## src/qmm_pkg.sv

```systemverilog
`default_nettype none
// ----------------------------------------------------------------------------
// qmm_pkg: shared definitions for the int8 quantized matrix multiplier
// Sizes, widths, codes and the command and status bundles that join the
// controller and the datapath.
// ----------------------------------------------------------------------------
package qmm_pkg;

	// matrix store dimensions
	localparam int MAX_ROWS  = 8;
	localparam int MAX_INNER = 8;
	localparam int MAX_COLS  = 8;

	// counter and index widths
	localparam int ROW_W   = (MAX_ROWS > 1) ? $clog2(MAX_ROWS) : 1;
	localparam int INNER_W = (MAX_INNER > 1) ? $clog2(MAX_INNER) : 1;
	localparam int COL_W   = (MAX_COLS > 1) ? $clog2(MAX_COLS) : 1;

	// store geometry
	localparam int A_DEPTH = MAX_ROWS * MAX_INNER;
	localparam int B_DEPTH = MAX_INNER * MAX_COLS;
	localparam int A_AW    = (A_DEPTH > 1) ? $clog2(A_DEPTH) : 1;
	localparam int B_AW    = (B_DEPTH > 1) ? $clog2(B_DEPTH) : 1;

	// field widths
	localparam int OPC_W   = 2;
	localparam int IDX_W   = 3;
	localparam int ELEM_W  = 8;
	localparam int SIZE_W  = 4;
	localparam int MANT_W  = 31;
	localparam int SHIFT_W = 6;

	// datapath widths
	localparam int DIFF_W = ELEM_W + 1;
	localparam int PROD_W = 2 * DIFF_W;
	localparam int ACC_W  = PROD_W + INNER_W;
	localparam int MUL_W  = ACC_W + MANT_W;
	localparam int SUM_W  = 64;
	localparam int TSH_W  = 7;
	localparam int FRAC_BITS = 31;
	localparam int MAX_SHIFT = 63;
	localparam int Q_W    = 8;
	localparam int R_W    = 11;

	// output clamp range
	localparam int QMAX = 127;
	localparam int QMIN = -128;

	// configuration port
	localparam int DATA_W   = 32;
	localparam int ADDR_W   = 5;

	// stream word widths
	localparam int S_DATA_W = 16;
	localparam int M_DATA_W = 16;

	typedef enum logic [OPC_W-1:0] {
		OP_LOAD_A = 2'd0,
		OP_LOAD_B = 2'd1,
		OP_RUN    = 2'd2
	} opcode_t;

	typedef enum logic [2:0] {
		REG_A_OFFSET   = 3'd0,
		REG_B_OFFSET   = 3'd1,
		REG_Y_OFFSET   = 3'd2,
		REG_SCALE_MANT = 3'd3,
		REG_SCALE_SHFT = 3'd4,
		REG_ROWS_USED  = 3'd5,
		REG_INNER_USED = 3'd6,
		REG_COLS_USED  = 3'd7
	} reg_idx_t;

	typedef enum logic [1:0] {
		ST_IDLE,
		ST_MAC,
		ST_DRAIN,
		ST_REQ
	} state_t;

	typedef struct packed {
		logic signed [ELEM_W-1:0] a_offset;
		logic signed [ELEM_W-1:0] b_offset;
		logic signed [ELEM_W-1:0] y_offset;
		logic [MANT_W-1:0]        scale_mantissa;
		logic [SHIFT_W-1:0]       scale_shift;
		logic [SIZE_W-1:0]        rows_used;
		logic [SIZE_W-1:0]        inner_used;
		logic [SIZE_W-1:0]        cols_used;
	} cfg_t;

	typedef struct packed {
		logic               wr_a;
		logic               wr_b;
		logic               rd;
		logic               first;
		logic               req_go;
		logic               out_load;
		logic               last;
		logic [ROW_W-1:0]   row_idx;
		logic [INNER_W-1:0] inner_idx;
		logic [COL_W-1:0]   col_idx;
	} dp_cmd_t;

	typedef struct packed {
		logic mac_busy;
		logic res_valid;
		logic out_free;
	} dp_sts_t;

	// clip a size register write into [1, top]
	function automatic logic [SIZE_W-1:0] fit_size(input logic [DATA_W-1:0] v, input int top);
		logic [SIZE_W-1:0] x;
		x = v[SIZE_W-1:0];
		if (x == '0) begin
			return SIZE_W'(1);
		end
		if (int'(x) > top) begin
			return SIZE_W'(top);
		end
		return x;
	endfunction

endpackage
`default_nettype wire

```

## src/qmm_ram.sv

```systemverilog
`default_nettype none
// ----------------------------------------------------------------------------
// qmm_ram: generic simple dual-port RAM
// One write port and one read port, read data registered.
// ----------------------------------------------------------------------------
module qmm_ram #(
	parameter int WIDTH = 8,
	parameter int DEPTH = 64,
	parameter int AW    = (DEPTH > 1) ? $clog2(DEPTH) : 1
) (
	input  wire logic             clk,
	input  wire logic             we,
	input  wire logic [AW-1:0]    waddr,
	input  wire logic [WIDTH-1:0] wdata,
	input  wire logic             re,
	input  wire logic [AW-1:0]    raddr,
	output logic      [WIDTH-1:0] rdata
);

	logic [WIDTH-1:0] mem_q [DEPTH];
	logic [WIDTH-1:0] rdata_q;

	// write port
	always_ff @(posedge clk) begin
		if (we) begin
			mem_q[waddr] <= wdata;
		end
	end

	// registered read port
	always_ff @(posedge clk) begin
		if (re) begin
			rdata_q <= mem_q[raddr];
		end
	end

	assign rdata = rdata_q;

endmodule
`default_nettype wire

```

## src/qmm_ctrl.sv

```systemverilog
`default_nettype none
// ----------------------------------------------------------------------------
// qmm_ctrl: sequencer for loads and matrix runs
// Walks rows, columns and the inner index, and steps the datapath through
// accumulate, requantize and output for each result element.
// ----------------------------------------------------------------------------
module qmm_ctrl (
	input  wire logic                      clk,
	input  wire logic                      arst_n,
	input  wire qmm_pkg::cfg_t             cfg,
	input  wire logic                      in_valid,
	input  wire logic [qmm_pkg::OPC_W-1:0] in_opcode,
	input  wire logic [qmm_pkg::IDX_W-1:0] in_row,
	input  wire logic [qmm_pkg::IDX_W-1:0] in_col,
	output logic                           in_ready,
	input  wire qmm_pkg::dp_sts_t          sts,
	output qmm_pkg::dp_cmd_t               cmd
);
	import qmm_pkg::*;

	state_t             state_q, state_d;
	logic [ROW_W-1:0]   i_q;
	logic [COL_W-1:0]   j_q;
	logic [INNER_W-1:0] k_q;
	logic               accept;
	logic               k_last, j_last, i_last;
	logic               emit;

	assign accept = in_valid && in_ready;
	assign k_last = (int'(k_q) + 1) >= int'(cfg.inner_used);
	assign j_last = (int'(j_q) + 1) >= int'(cfg.cols_used);
	assign i_last = (int'(i_q) + 1) >= int'(cfg.rows_used);
	assign emit   = (state_q == ST_REQ) && sts.res_valid && sts.out_free;

	// next state
	always_comb begin
		state_d = state_q;
		case (state_q)
			ST_IDLE: begin
				if (accept && in_opcode == OP_RUN) begin
					state_d = ST_MAC;
				end
			end
			ST_MAC: begin
				if (k_last) begin
					state_d = ST_DRAIN;
				end
			end
			ST_DRAIN: begin
				if (!sts.mac_busy) begin
					state_d = ST_REQ;
				end
			end
			ST_REQ: begin
				if (emit) begin
					state_d = (i_last && j_last) ? ST_IDLE : ST_MAC;
				end
			end
			default: state_d = ST_IDLE;
		endcase
	end

	// outputs
	always_comb begin
		in_ready      = 1'b0;
		cmd           = '0;
		cmd.row_idx   = i_q;
		cmd.col_idx   = j_q;
		cmd.inner_idx = k_q;
		cmd.last      = i_last && j_last;
		case (state_q)
			ST_IDLE: begin
				in_ready = 1'b1;
				cmd.wr_a = in_valid && in_opcode == OP_LOAD_A
					&& int'(in_row) < MAX_ROWS && int'(in_col) < MAX_INNER;
				cmd.wr_b = in_valid && in_opcode == OP_LOAD_B
					&& int'(in_row) < MAX_INNER && int'(in_col) < MAX_COLS;
			end
			ST_MAC: begin
				cmd.rd    = 1'b1;
				cmd.first = (k_q == '0);
			end
			ST_DRAIN: begin
				cmd.req_go = !sts.mac_busy;
			end
			ST_REQ: begin
				cmd.out_load = emit;
			end
			default: begin
				in_ready = 1'b0;
			end
		endcase
	end

	// state and loop counters
	always_ff @(posedge clk or negedge arst_n) begin
		if (!arst_n) begin
			state_q <= ST_IDLE;
			i_q     <= '0;
			j_q     <= '0;
			k_q     <= '0;
		end else begin
			state_q <= state_d;
			case (state_q)
				ST_IDLE: begin
					i_q <= '0;
					j_q <= '0;
					k_q <= '0;
				end
				ST_MAC: begin
					if (!k_last) begin
						k_q <= k_q + 1'b1;
					end
				end
				ST_REQ: begin
					if (emit) begin
						k_q <= '0;
						if (j_last) begin
							j_q <= '0;
							i_q <= i_q + 1'b1;
						end else begin
							j_q <= j_q + 1'b1;
						end
					end
				end
				default: begin
					k_q <= k_q;
				end
			endcase
		end
	end

endmodule
`default_nettype wire

```

## src/qmm_dp.sv

```systemverilog
`default_nettype none
// ----------------------------------------------------------------------------
// qmm_dp: matrix stores, multiply-accumulate and requantize datapath
// Holds both stores, one MAC lane, a three-stage requantizer and the
// output word register.
// ----------------------------------------------------------------------------
module qmm_dp (
	input  wire logic                       clk,
	input  wire logic                       arst_n,
	input  wire qmm_pkg::cfg_t              cfg,
	input  wire qmm_pkg::dp_cmd_t           cmd,
	input  wire logic [qmm_pkg::IDX_W-1:0]  in_row,
	input  wire logic [qmm_pkg::IDX_W-1:0]  in_col,
	input  wire logic [qmm_pkg::ELEM_W-1:0] in_element,
	output qmm_pkg::dp_sts_t                sts,
	input  wire logic                       out_ready,
	output logic                            out_valid,
	output logic [qmm_pkg::ELEM_W-1:0]      out_value,
	output logic [qmm_pkg::IDX_W-1:0]       out_row,
	output logic [qmm_pkg::IDX_W-1:0]       out_col,
	output logic                            out_last
);
	import qmm_pkg::*;

	logic [A_AW-1:0]          a_waddr, a_raddr;
	logic [B_AW-1:0]          b_waddr, b_raddr;
	logic [ELEM_W-1:0]        a_rdata, b_rdata;

	logic                     rd_s1, first_s1;
	logic                     prod_v_s2, first_s2;
	logic signed [DIFF_W-1:0] a_diff, b_diff;
	logic signed [PROD_W-1:0] prod_s2;
	logic signed [ACC_W-1:0]  acc_q;

	logic [ACC_W-1:0]         mag;
	logic                     req_s1, neg_s1;
	logic [MUL_W-1:0]         mul_s1;
	logic [TSH_W-1:0]         tot_shift;
	logic                     req_s2, neg_s2, big_s2;
	logic [SHIFT_W-1:0]       shamt_s2;
	logic [SUM_W-1:0]         sum_s2;
	logic [SUM_W-1:0]         q_full;
	logic [Q_W-1:0]           q_sat;
	logic signed [R_W-1:0]    r_mag, r_sgn, r_off;
	logic signed [ELEM_W-1:0] r_clamp;
	logic                     res_valid_q;
	logic signed [ELEM_W-1:0] res_q;

	logic                     out_valid_q, out_last_q;
	logic [ELEM_W-1:0]        out_value_q;
	logic [IDX_W-1:0]         out_row_q, out_col_q;

	// store addresses, row-major
	assign a_waddr = A_AW'(int'(in_row) * MAX_INNER + int'(in_col));
	assign b_waddr = B_AW'(int'(in_row) * MAX_COLS + int'(in_col));
	assign a_raddr = A_AW'(int'(cmd.row_idx) * MAX_INNER + int'(cmd.inner_idx));
	assign b_raddr = B_AW'(int'(cmd.inner_idx) * MAX_COLS + int'(cmd.col_idx));

	qmm_ram #(
		.WIDTH (ELEM_W),
		.DEPTH (A_DEPTH)
	) u_a_store (
		.clk   (clk),
		.we    (cmd.wr_a),
		.waddr (a_waddr),
		.wdata (in_element),
		.re    (cmd.rd),
		.raddr (a_raddr),
		.rdata (a_rdata)
	);

	qmm_ram #(
		.WIDTH (ELEM_W),
		.DEPTH (B_DEPTH)
	) u_b_store (
		.clk   (clk),
		.we    (cmd.wr_b),
		.waddr (b_waddr),
		.wdata (in_element),
		.re    (cmd.rd),
		.raddr (b_raddr),
		.rdata (b_rdata)
	);

	// zero-point removal
	assign a_diff = signed'({a_rdata[ELEM_W-1], a_rdata})
		- signed'({cfg.a_offset[ELEM_W-1], cfg.a_offset});
	assign b_diff = signed'({b_rdata[ELEM_W-1], b_rdata})
		- signed'({cfg.b_offset[ELEM_W-1], cfg.b_offset});

	// mac pipeline control
	always_ff @(posedge clk or negedge arst_n) begin
		if (!arst_n) begin
			rd_s1     <= 1'b0;
			prod_v_s2 <= 1'b0;
		end else begin
			rd_s1     <= cmd.rd;
			prod_v_s2 <= rd_s1;
		end
	end

	// product register and accumulator
	always_ff @(posedge clk) begin
		first_s1 <= cmd.first;
		first_s2 <= first_s1;
		prod_s2  <= a_diff * b_diff;
		if (prod_v_s2) begin
			if (first_s2) begin
				acc_q <= ACC_W'(prod_s2);
			end else begin
				acc_q <= acc_q + ACC_W'(prod_s2);
			end
		end
	end

	// requantize stage 1: magnitude times mantissa
	assign mag = acc_q[ACC_W-1] ? (~acc_q + 1'b1) : acc_q;

	// requantize stage 2: rounding offset
	assign tot_shift = TSH_W'(FRAC_BITS) + TSH_W'(cfg.scale_shift);

	// requantize stage 3: shift, saturate, offset, clamp
	assign q_full  = big_s2 ? '0 : (sum_s2 >> shamt_s2);
	assign q_sat   = (q_full > SUM_W'((1 << Q_W) - 1)) ? '1 : q_full[Q_W-1:0];
	assign r_mag   = signed'(R_W'(q_sat));
	assign r_sgn   = neg_s2 ? -r_mag : r_mag;
	assign r_off   = r_sgn + R_W'(cfg.y_offset);
	assign r_clamp = (r_off > R_W'(QMAX)) ? ELEM_W'(QMAX)
		: (r_off < R_W'(QMIN)) ? ELEM_W'(QMIN) : r_off[ELEM_W-1:0];

	always_ff @(posedge clk or negedge arst_n) begin
		if (!arst_n) begin
			req_s1      <= 1'b0;
			req_s2      <= 1'b0;
			res_valid_q <= 1'b0;
		end else begin
			req_s1 <= cmd.req_go;
			req_s2 <= req_s1;
			if (req_s2) begin
				res_valid_q <= 1'b1;
			end else if (cmd.out_load) begin
				res_valid_q <= 1'b0;
			end
		end
	end

	always_ff @(posedge clk) begin
		if (cmd.req_go) begin
			mul_s1 <= MUL_W'(mag) * MUL_W'(cfg.scale_mantissa);
			neg_s1 <= acc_q[ACC_W-1];
		end
		if (req_s1) begin
			sum_s2   <= SUM_W'(mul_s1) + (SUM_W'(1) << (tot_shift - 1'b1));
			shamt_s2 <= tot_shift[SHIFT_W-1:0];
			big_s2   <= int'(tot_shift) > MAX_SHIFT;
			neg_s2   <= neg_s1;
		end
		if (req_s2) begin
			res_q <= r_clamp;
		end
	end

	// output word register
	always_ff @(posedge clk or negedge arst_n) begin
		if (!arst_n) begin
			out_valid_q <= 1'b0;
		end else if (cmd.out_load) begin
			out_valid_q <= 1'b1;
		end else if (out_ready) begin
			out_valid_q <= 1'b0;
		end
	end

	always_ff @(posedge clk) begin
		if (cmd.out_load) begin
			out_value_q <= res_q;
			out_row_q   <= IDX_W'(cmd.row_idx);
			out_col_q   <= IDX_W'(cmd.col_idx);
			out_last_q  <= cmd.last;
		end
	end

	assign sts.mac_busy  = rd_s1 || prod_v_s2;
	assign sts.res_valid = res_valid_q;
	assign sts.out_free  = !out_valid_q || out_ready;

	assign out_valid = out_valid_q;
	assign out_value = out_value_q;
	assign out_row   = out_row_q;
	assign out_col   = out_col_q;
	assign out_last  = out_last_q;

endmodule
`default_nettype wire

```

## src/int8_quantized_matmul_top.sv

```systemverilog
`default_nettype none
// ----------------------------------------------------------------------------
// int8_quantized_matmul_top: int8 matrix multiply with requantization
// Stream input of load and run commands, stream output of int8 results,
// register port for zero points, scale and matrix sizes.
// ----------------------------------------------------------------------------
// Usage:
// - the slave stream carries commands: tuser is the opcode (load A element,
//   load B element, run); a load writes one element into its store and gives
//   no result, one per cycle while no run is in flight
// - a run walks the output row-major and sends rows_used*cols_used words on
//   the master stream, tlast set on the final one
// - each result passes through one shared MAC lane, reading one element of
//   each store per cycle, a drain that waits for the MAC pipeline to empty,
//   and a three-stage requantizer
// - the first result word shows once its last MAC read has passed the MAC
//   pipeline, the requantizer stages and the output word register
// - the output word sits in a register; when the receiver stalls the
//   sequencer waits with the next result ready, and no command is taken
//   until the run's last result is loaded into the output word register
// - reset clears control state and loads the register reset values; store
//   contents are undefined until written, and no clearing pass is made
// - not enforced by the block: write registers only while no run is in flight
// ----------------------------------------------------------------------------
module int8_quantized_matmul_top (
	input  wire logic                         clk,
	input  wire logic                         arst_n,
	// command stream
	input  wire logic                         s_tvalid,
	output logic                              s_tready,
	// [2:0] row_index, [5:3] col_index, [13:6] element, [15:14] zero
	input  wire logic [qmm_pkg::S_DATA_W-1:0] s_tdata,
	// [1:0] opcode
	input  wire logic [qmm_pkg::OPC_W-1:0]    s_tuser,
	// result stream
	output logic                              m_tvalid,
	input  wire logic                         m_tready,
	// [7:0] product_value, [10:8] out_row, [13:11] out_col, [15:14] zero
	output logic [qmm_pkg::M_DATA_W-1:0]      m_tdata,
	output logic                              m_tlast,
	// register port
	input  wire logic                         psel,
	input  wire logic                         penable,
	input  wire logic                         pwrite,
	input  wire logic [qmm_pkg::ADDR_W-1:0]   paddr,
	input  wire logic [qmm_pkg::DATA_W-1:0]   pwdata,
	output logic [qmm_pkg::DATA_W-1:0]        prdata,
	output logic                              pready
);
	import qmm_pkg::*;

	cfg_t              cfg_q;
	dp_cmd_t           cmd;
	dp_sts_t           sts;
	logic              cfg_wr;
	reg_idx_t          reg_idx;
	logic [IDX_W-1:0]  in_row, in_col;
	logic [ELEM_W-1:0] in_element;
	logic [ELEM_W-1:0] out_value;
	logic [IDX_W-1:0]  out_row, out_col;

	// stream field unpacking
	assign in_row     = s_tdata[IDX_W-1:0];
	assign in_col     = s_tdata[2*IDX_W-1:IDX_W];
	assign in_element = s_tdata[2*IDX_W+ELEM_W-1:2*IDX_W];

	// register file
	assign pready  = 1'b1;
	assign cfg_wr  = psel && penable && pwrite && pready;
	assign reg_idx = reg_idx_t'(paddr[ADDR_W-1:2]);

	always_ff @(posedge clk or negedge arst_n) begin
		if (!arst_n) begin
			cfg_q.a_offset       <= '0;
			cfg_q.b_offset       <= '0;
			cfg_q.y_offset       <= '0;
			cfg_q.scale_mantissa <= MANT_W'(1 << 30);
			cfg_q.scale_shift    <= '0;
			cfg_q.rows_used      <= fit_size(DATA_W'(8), MAX_ROWS);
			cfg_q.inner_used     <= fit_size(DATA_W'(8), MAX_INNER);
			cfg_q.cols_used      <= fit_size(DATA_W'(8), MAX_COLS);
		end else if (cfg_wr) begin
			case (reg_idx)
				REG_A_OFFSET:   cfg_q.a_offset       <= pwdata[ELEM_W-1:0];
				REG_B_OFFSET:   cfg_q.b_offset       <= pwdata[ELEM_W-1:0];
				REG_Y_OFFSET:   cfg_q.y_offset       <= pwdata[ELEM_W-1:0];
				REG_SCALE_MANT: cfg_q.scale_mantissa <= pwdata[MANT_W-1:0];
				REG_SCALE_SHFT: cfg_q.scale_shift    <= pwdata[SHIFT_W-1:0];
				REG_ROWS_USED:  cfg_q.rows_used      <= fit_size(pwdata, MAX_ROWS);
				REG_INNER_USED: cfg_q.inner_used     <= fit_size(pwdata, MAX_INNER);
				REG_COLS_USED:  cfg_q.cols_used      <= fit_size(pwdata, MAX_COLS);
				default:        cfg_q.a_offset       <= cfg_q.a_offset;
			endcase
		end
	end

	// register readback
	always_comb begin
		case (reg_idx)
			REG_A_OFFSET:   prdata = DATA_W'(cfg_q.a_offset);
			REG_B_OFFSET:   prdata = DATA_W'(cfg_q.b_offset);
			REG_Y_OFFSET:   prdata = DATA_W'(cfg_q.y_offset);
			REG_SCALE_MANT: prdata = DATA_W'(cfg_q.scale_mantissa);
			REG_SCALE_SHFT: prdata = DATA_W'(cfg_q.scale_shift);
			REG_ROWS_USED:  prdata = DATA_W'(cfg_q.rows_used);
			REG_INNER_USED: prdata = DATA_W'(cfg_q.inner_used);
			REG_COLS_USED:  prdata = DATA_W'(cfg_q.cols_used);
			default:        prdata = '0;
		endcase
	end

	qmm_ctrl u_ctrl (
		.clk       (clk),
		.arst_n    (arst_n),
		.cfg       (cfg_q),
		.in_valid  (s_tvalid),
		.in_opcode (s_tuser),
		.in_row    (in_row),
		.in_col    (in_col),
		.in_ready  (s_tready),
		.sts       (sts),
		.cmd       (cmd)
	);

	qmm_dp u_dp (
		.clk        (clk),
		.arst_n     (arst_n),
		.cfg        (cfg_q),
		.cmd        (cmd),
		.in_row     (in_row),
		.in_col     (in_col),
		.in_element (in_element),
		.sts        (sts),
		.out_ready  (m_tready),
		.out_valid  (m_tvalid),
		.out_value  (out_value),
		.out_row    (out_row),
		.out_col    (out_col),
		.out_last   (m_tlast)
	);

	// result word packing
	assign m_tdata = {{(M_DATA_W - ELEM_W - 2*IDX_W){1'b0}}, out_col, out_row, out_value};

	// a store is never written while a run reads it
	a_no_wr_during_rd: assert property (@(posedge clk) disable iff (!arst_n)
		cmd.rd |-> !(cmd.wr_a || cmd.wr_b))
		else $error("store write during a run");

	// a result is only loaded into a free output register
	a_load_free: assert property (@(posedge clk) disable iff (!arst_n)
		cmd.out_load |-> (sts.out_free && sts.res_valid))
		else $error("output word overwritten");

	// commands are only taken with the MAC and requantizer empty
	a_ready_quiet: assert property (@(posedge clk) disable iff (!arst_n)
		s_tready |-> (!sts.mac_busy && !sts.res_valid))
		else $error("command taken during a run");

	// requantizer starts only after the accumulator has settled
	a_req_after_mac: assert property (@(posedge clk) disable iff (!arst_n)
		cmd.req_go |-> !sts.mac_busy && !cmd.rd)
		else $error("requantize started on a busy accumulator");

endmodule
`default_nettype wire

```

## config.mk

```make
export PLATFORM = sky130hd
export DESIGN_NAME = int8_quantized_matmul_top
export DESIGN_NICKNAME = d
export VERILOG_FILES = /design/src/qmm_pkg.sv /design/src/qmm_ram.sv /design/src/qmm_ctrl.sv /design/src/qmm_dp.sv /design/src/int8_quantized_matmul_top.sv
export SDC_FILE = /design/constraint.sdc
export NUM_CORES = 2
export LEC_CHECK = 0
export BUFFER_PORTS_ARGS = -buffer_cell sky130_fd_sc_hd__buf_4
export CAP_MARGIN = 20
export CORE_ASPECT_RATIO = 1.5
export CORE_MARGIN = 5
export CORE_UTILIZATION = 46
export CTS_CLUSTER_SIZE = 28
export DETAILED_ROUTE_END_ITERATION = 10
export GPL_TIMING_DRIVEN = 0
export PLACE_DENSITY_LB_ADDON = 0.12
export SYNTH_ARGS = -nofsm -noshare
export SYNTH_HDL_FRONTEND = slang
export SYNTH_SLANG_ARGS = --single-unit
```

## constraint.sdc

```tcl
create_clock -name clk -period 23.1 [get_ports clk]
set_clock_uncertainty 0.15 [all_clocks]
set_input_delay 6.93 -clock clk [delete_from_list [all_inputs] [get_ports clk]]
set_output_delay 6.93 -clock clk [all_outputs]
set_load 0.01 [all_outputs]
```

==> flow_metrics.env <==
export IMPL_max_clock_freq_mhz=60.2
export IMPL_ys_dominant_reg_cell="edfxtp_1"
export IMPL_hp_start="u_dp.first_s1"
export IMPL_clk_pin_slew_ps=60
export IMPL_async_reset_ff_share_pct=6.82
export IMPL_vias=53300
export IMPL_crit_type="in -> out"
export IMPL_track_usage_pct=26.6
export IMPL_drt_iter0_markers=4220
export IMPL_synth_enable_flop_cells=1209
export IMPL_drive_gt1_share_pct=13.1
export IMPL_hold_slack_ps=193
export IMPL_max_slew_margin_pct=17.2
export IMPL_die_h_um=533
export IMPL_dieArea_um2=191000
export IMPL_avgSynthCellArea_um2=13.1
export IMPL_worstSetupEndpointType="output pin"
export IMPL_final_area_um2=92800
export IMPL_start_kind="input pin"
export IMPL_ctsRootBufferMaster="clkbuf_16"
export IMPL_r2r_end="u_dp.mul_s1[50]"
export IMPL_hold_path_depth=0
export IMPL_place_area_um2=88300
export IMPL_h_tree_depth=4
export IMPL_yosys_warnings=0
export IMPL_cts_sinks=1319
export IMPL_remaining_drc_errors=0
export IMPL_dp_cells=8964
export IMPL_n_fill_cell=16000
export IMPL_r2r_start="u_dp.acc_q[8]"
export IMPL_dp_hpwl_um=195000
export IMPL_drv_slew=0
export IMPL_antenna_found_initial=16
export IMPL_max_cap_viol_count=0
export IMPL_dr_pass1_iters=8
export IMPL_status="finished, final reports clean"
export IMPL_crit_top_cell="clkbuf_1"
export IMPL_design_core_area_um2=182000
export IMPL_cts_hold_buffers=0
export IMPL_report_final_hold_viol_count=0
export IMPL_whs_endpoint="u_dp.first_s2"
export IMPL_fin_crit_sh_pct=71.9
export IMPL_r2r_setup_slack_ps=12720
export IMPL_num_rows=192
export IMPL_final_nets=7698
export IMPL_clock_path_buffers=4
export IMPL_cp_arrival_ps=9530
export IMPL_worstMarginPinSlew_ps=1240
export IMPL_critical_path_max_stage_delay_ps=920
export IMPL_critPathMaxFanout=10
export IMPL_yosysUniqueCellTypes=91
export IMPL_period_needed_ps=16610
export IMPL_worstRegToRegCells=29
export IMPL_rsz0062_at_grt="false"
export IMPL_syn_area_um2=84000
export IMPL_setup_tns_ps=0
export IMPL_drt_wirelength_per_cell_um=27.7
export IMPL_cts_tree="yes"
export IMPL_synthCells=6407
export IMPL_numCtsBuffers=142
export IMPL_slowest_stage="o21ai_0"
export IMPL_avgViaCountPerCell=5.78
export IMPL_die_x_um=359
export IMPL_grt_overflow=0
export IMPL_routed_wl_um=256000
export IMPL_cp_required_ps=16020
export IMPL_synth_seq_cells=1319
export IMPL_gp_congestion=0.949
export IMPL_grt_max_degree=93
export IMPL_start_util_pct=46.1
export IMPL_ys_seq_area_share_pct=46.4
export IMPL_io_pins=114
export IMPL_fin_cells=9218
export IMPL_post_cts_resized=0
export IMPL_hold_class="reg -> reg"
export IMPL_grt_first_pass_wirelength_um=376000
export IMPL_ant_nets=0
export IMPL_portBuffers=101
export IMPL_area_growth_pct=10.5
export IMPL_grt_pass1_vias=56900
export IMPL_setup_violations=0
export IMPL_path_cells="clkbuf_1 > clkbuf_1 > nand2_1 > o22a_1 > o21a_1 > o21ai_0 > buf_4"
export IMPL_worstSkewPairLatency_ps=810
export IMPL_postCtsSetupBuffers=0
[flip-flops by register name, indices dropped and copies added, names as in the netlist, 6 cells and up]
name / cells
u_dp.u_a_store.mem_q: 512
cfg_q: 73
u_dp.prod_s2: 18
u_dp.sum_s2: 64
u_dp.u_b_store.rdata: 8
u_dp.out_value: 8
u_dp.mul_s1: 52
u_dp.u_b_store.mem_q: 512
u_dp.res_q: 8
u_dp.u_a_store.rdata: 8
u_dp.acc_q: 21
u_dp.shamt_s2: 6
[kinds of logic after synthesis]
kind of cell    Yosys count  share of synthesized area, %
xor+xnor                178                          1.86
other cells               2                       0.00894
flops                  1319                          46.4
mux                     549                          12.6
buf+inv                1075                          5.00
fa+ha+maj               950                          19.7
simple gates           1653                          9.07
compound gates          681                          5.31
[critical path, delay by kind of cell]
kind / cells / cell delay (ps)
AO/OA/AOI/OAI: 3 / 1320
AND/OR/NAND/NOR: 1 / 100
buffers and inverters: 3 / 1170
[worst max-delay path by stage]
stage / from / endpoint / slack (ps) / cells after the start
floorplan: paddr[2] / prdata[10] / 7740 / 7
detailed placement: paddr[2] / prdata[0] / 6620 / 7
finish: paddr[2] / prdata[0] / 6490 / 7
global placement: paddr[2] / prdata[24] / 6190 / 8
CTS: paddr[2] / prdata[0] / 6610 / 7
global route: paddr[2] / prdata[0] / 6430 / 7
[placed cells by master (no fill, tap or decap), types with 21 or more instances in the layout]
master,synthesis,final
a211oi_1,21,21
xnor2_1,125,125
xor2_1,53,53
nand2b_1,42,42
mux2_2,85,85
mux4_2,400,400
o21ai_0,139,139
buf_4,7,112
o21a_1,23,23
clkbuf_16,0,146
nand3_1,41,41
nor2_1,375,374
ha_1,326,326
clkinv_2,0,22
nand4_1,23,23
and3_1,31,31
a21oi_1,168,168
a21o_1,113,113
nor2b_1,58,58
clkinv_1,1,26
and2_1,244,244
dfrtp_1,86,85
inv_1,752,752
o31ai_1,23,23
mux2i_1,63,63
fa_1,624,624
o211ai_1,23,23
edfxtp_1,1209,1209
nand2_1,707,707
buf_1,39,40
clkbuf_1,242,265
nor3_1,46,46
[routing by layer]
metal,part of all wire [%],up-vias,GRT usage (%)
li1,-,23100,-
met1,35,27500,30.1
met3,5.5,663,3.85
met4,6.9,10,14.8
met5,0.026,-,0
met2,52,1965,48.2
[layout make-up]
type                    count  area [µm²]  share of cell area, %
diodes                      5        12.5                 0.0135
plain buffers             319        1360                   1.46
clock buffers             172        3780                   4.07
clock inverters            74         681                  0.733
inverters                 756        2840                   3.06
multi-input cells        4014       40800                   44.0
flip-flops and latches   1319       39000                   42.0
well taps                2425        3030                   3.27
repair buffers            134        1320                   1.42
[cell usage after synthesis, types with 21 or more instances]
library cell,count,area (µm²)
a211oi_1,21,158
a21o_1,113,848
a21oi_1,168,841
and2_1,244,1530
and3_1,31,194
buf_1,39,146
clkbuf_1,242,908
dfrtp_1,86,2150
edfxtp_1,1209,36300
fa_1,624,12500
ha_1,326,4080
inv_1,752,2820
mux2_2,85,957
mux2i_1,63,631
mux4_2,400,9010
nand2_1,707,2650
nand2b_1,42,263
nand3_1,41,205
nand4_1,23,144
nor2_1,375,1410
nor2b_1,58,363
nor3_1,46,230
o211ai_1,23,173
o21a_1,23,173
o21ai_0,139,696
o31ai_1,23,173
xnor2_1,125,1090
xor2_1,53,464
[per-stage QoR]
stage | utilization (%) | worst slack [ps]
4_1_cts | 51.0 | 6610
5_1_grt | 51.0 | 6430
6_report | 51.0 | 6490
3_5_place_dp | 48.5 | 6620
3_3_place_gp | 48.2 | 6190
2_1_floorplan | - | 7740
Power is not shown: default switching activity piles up to over one toggle a cycle in this logic, so the estimate is an artifact.
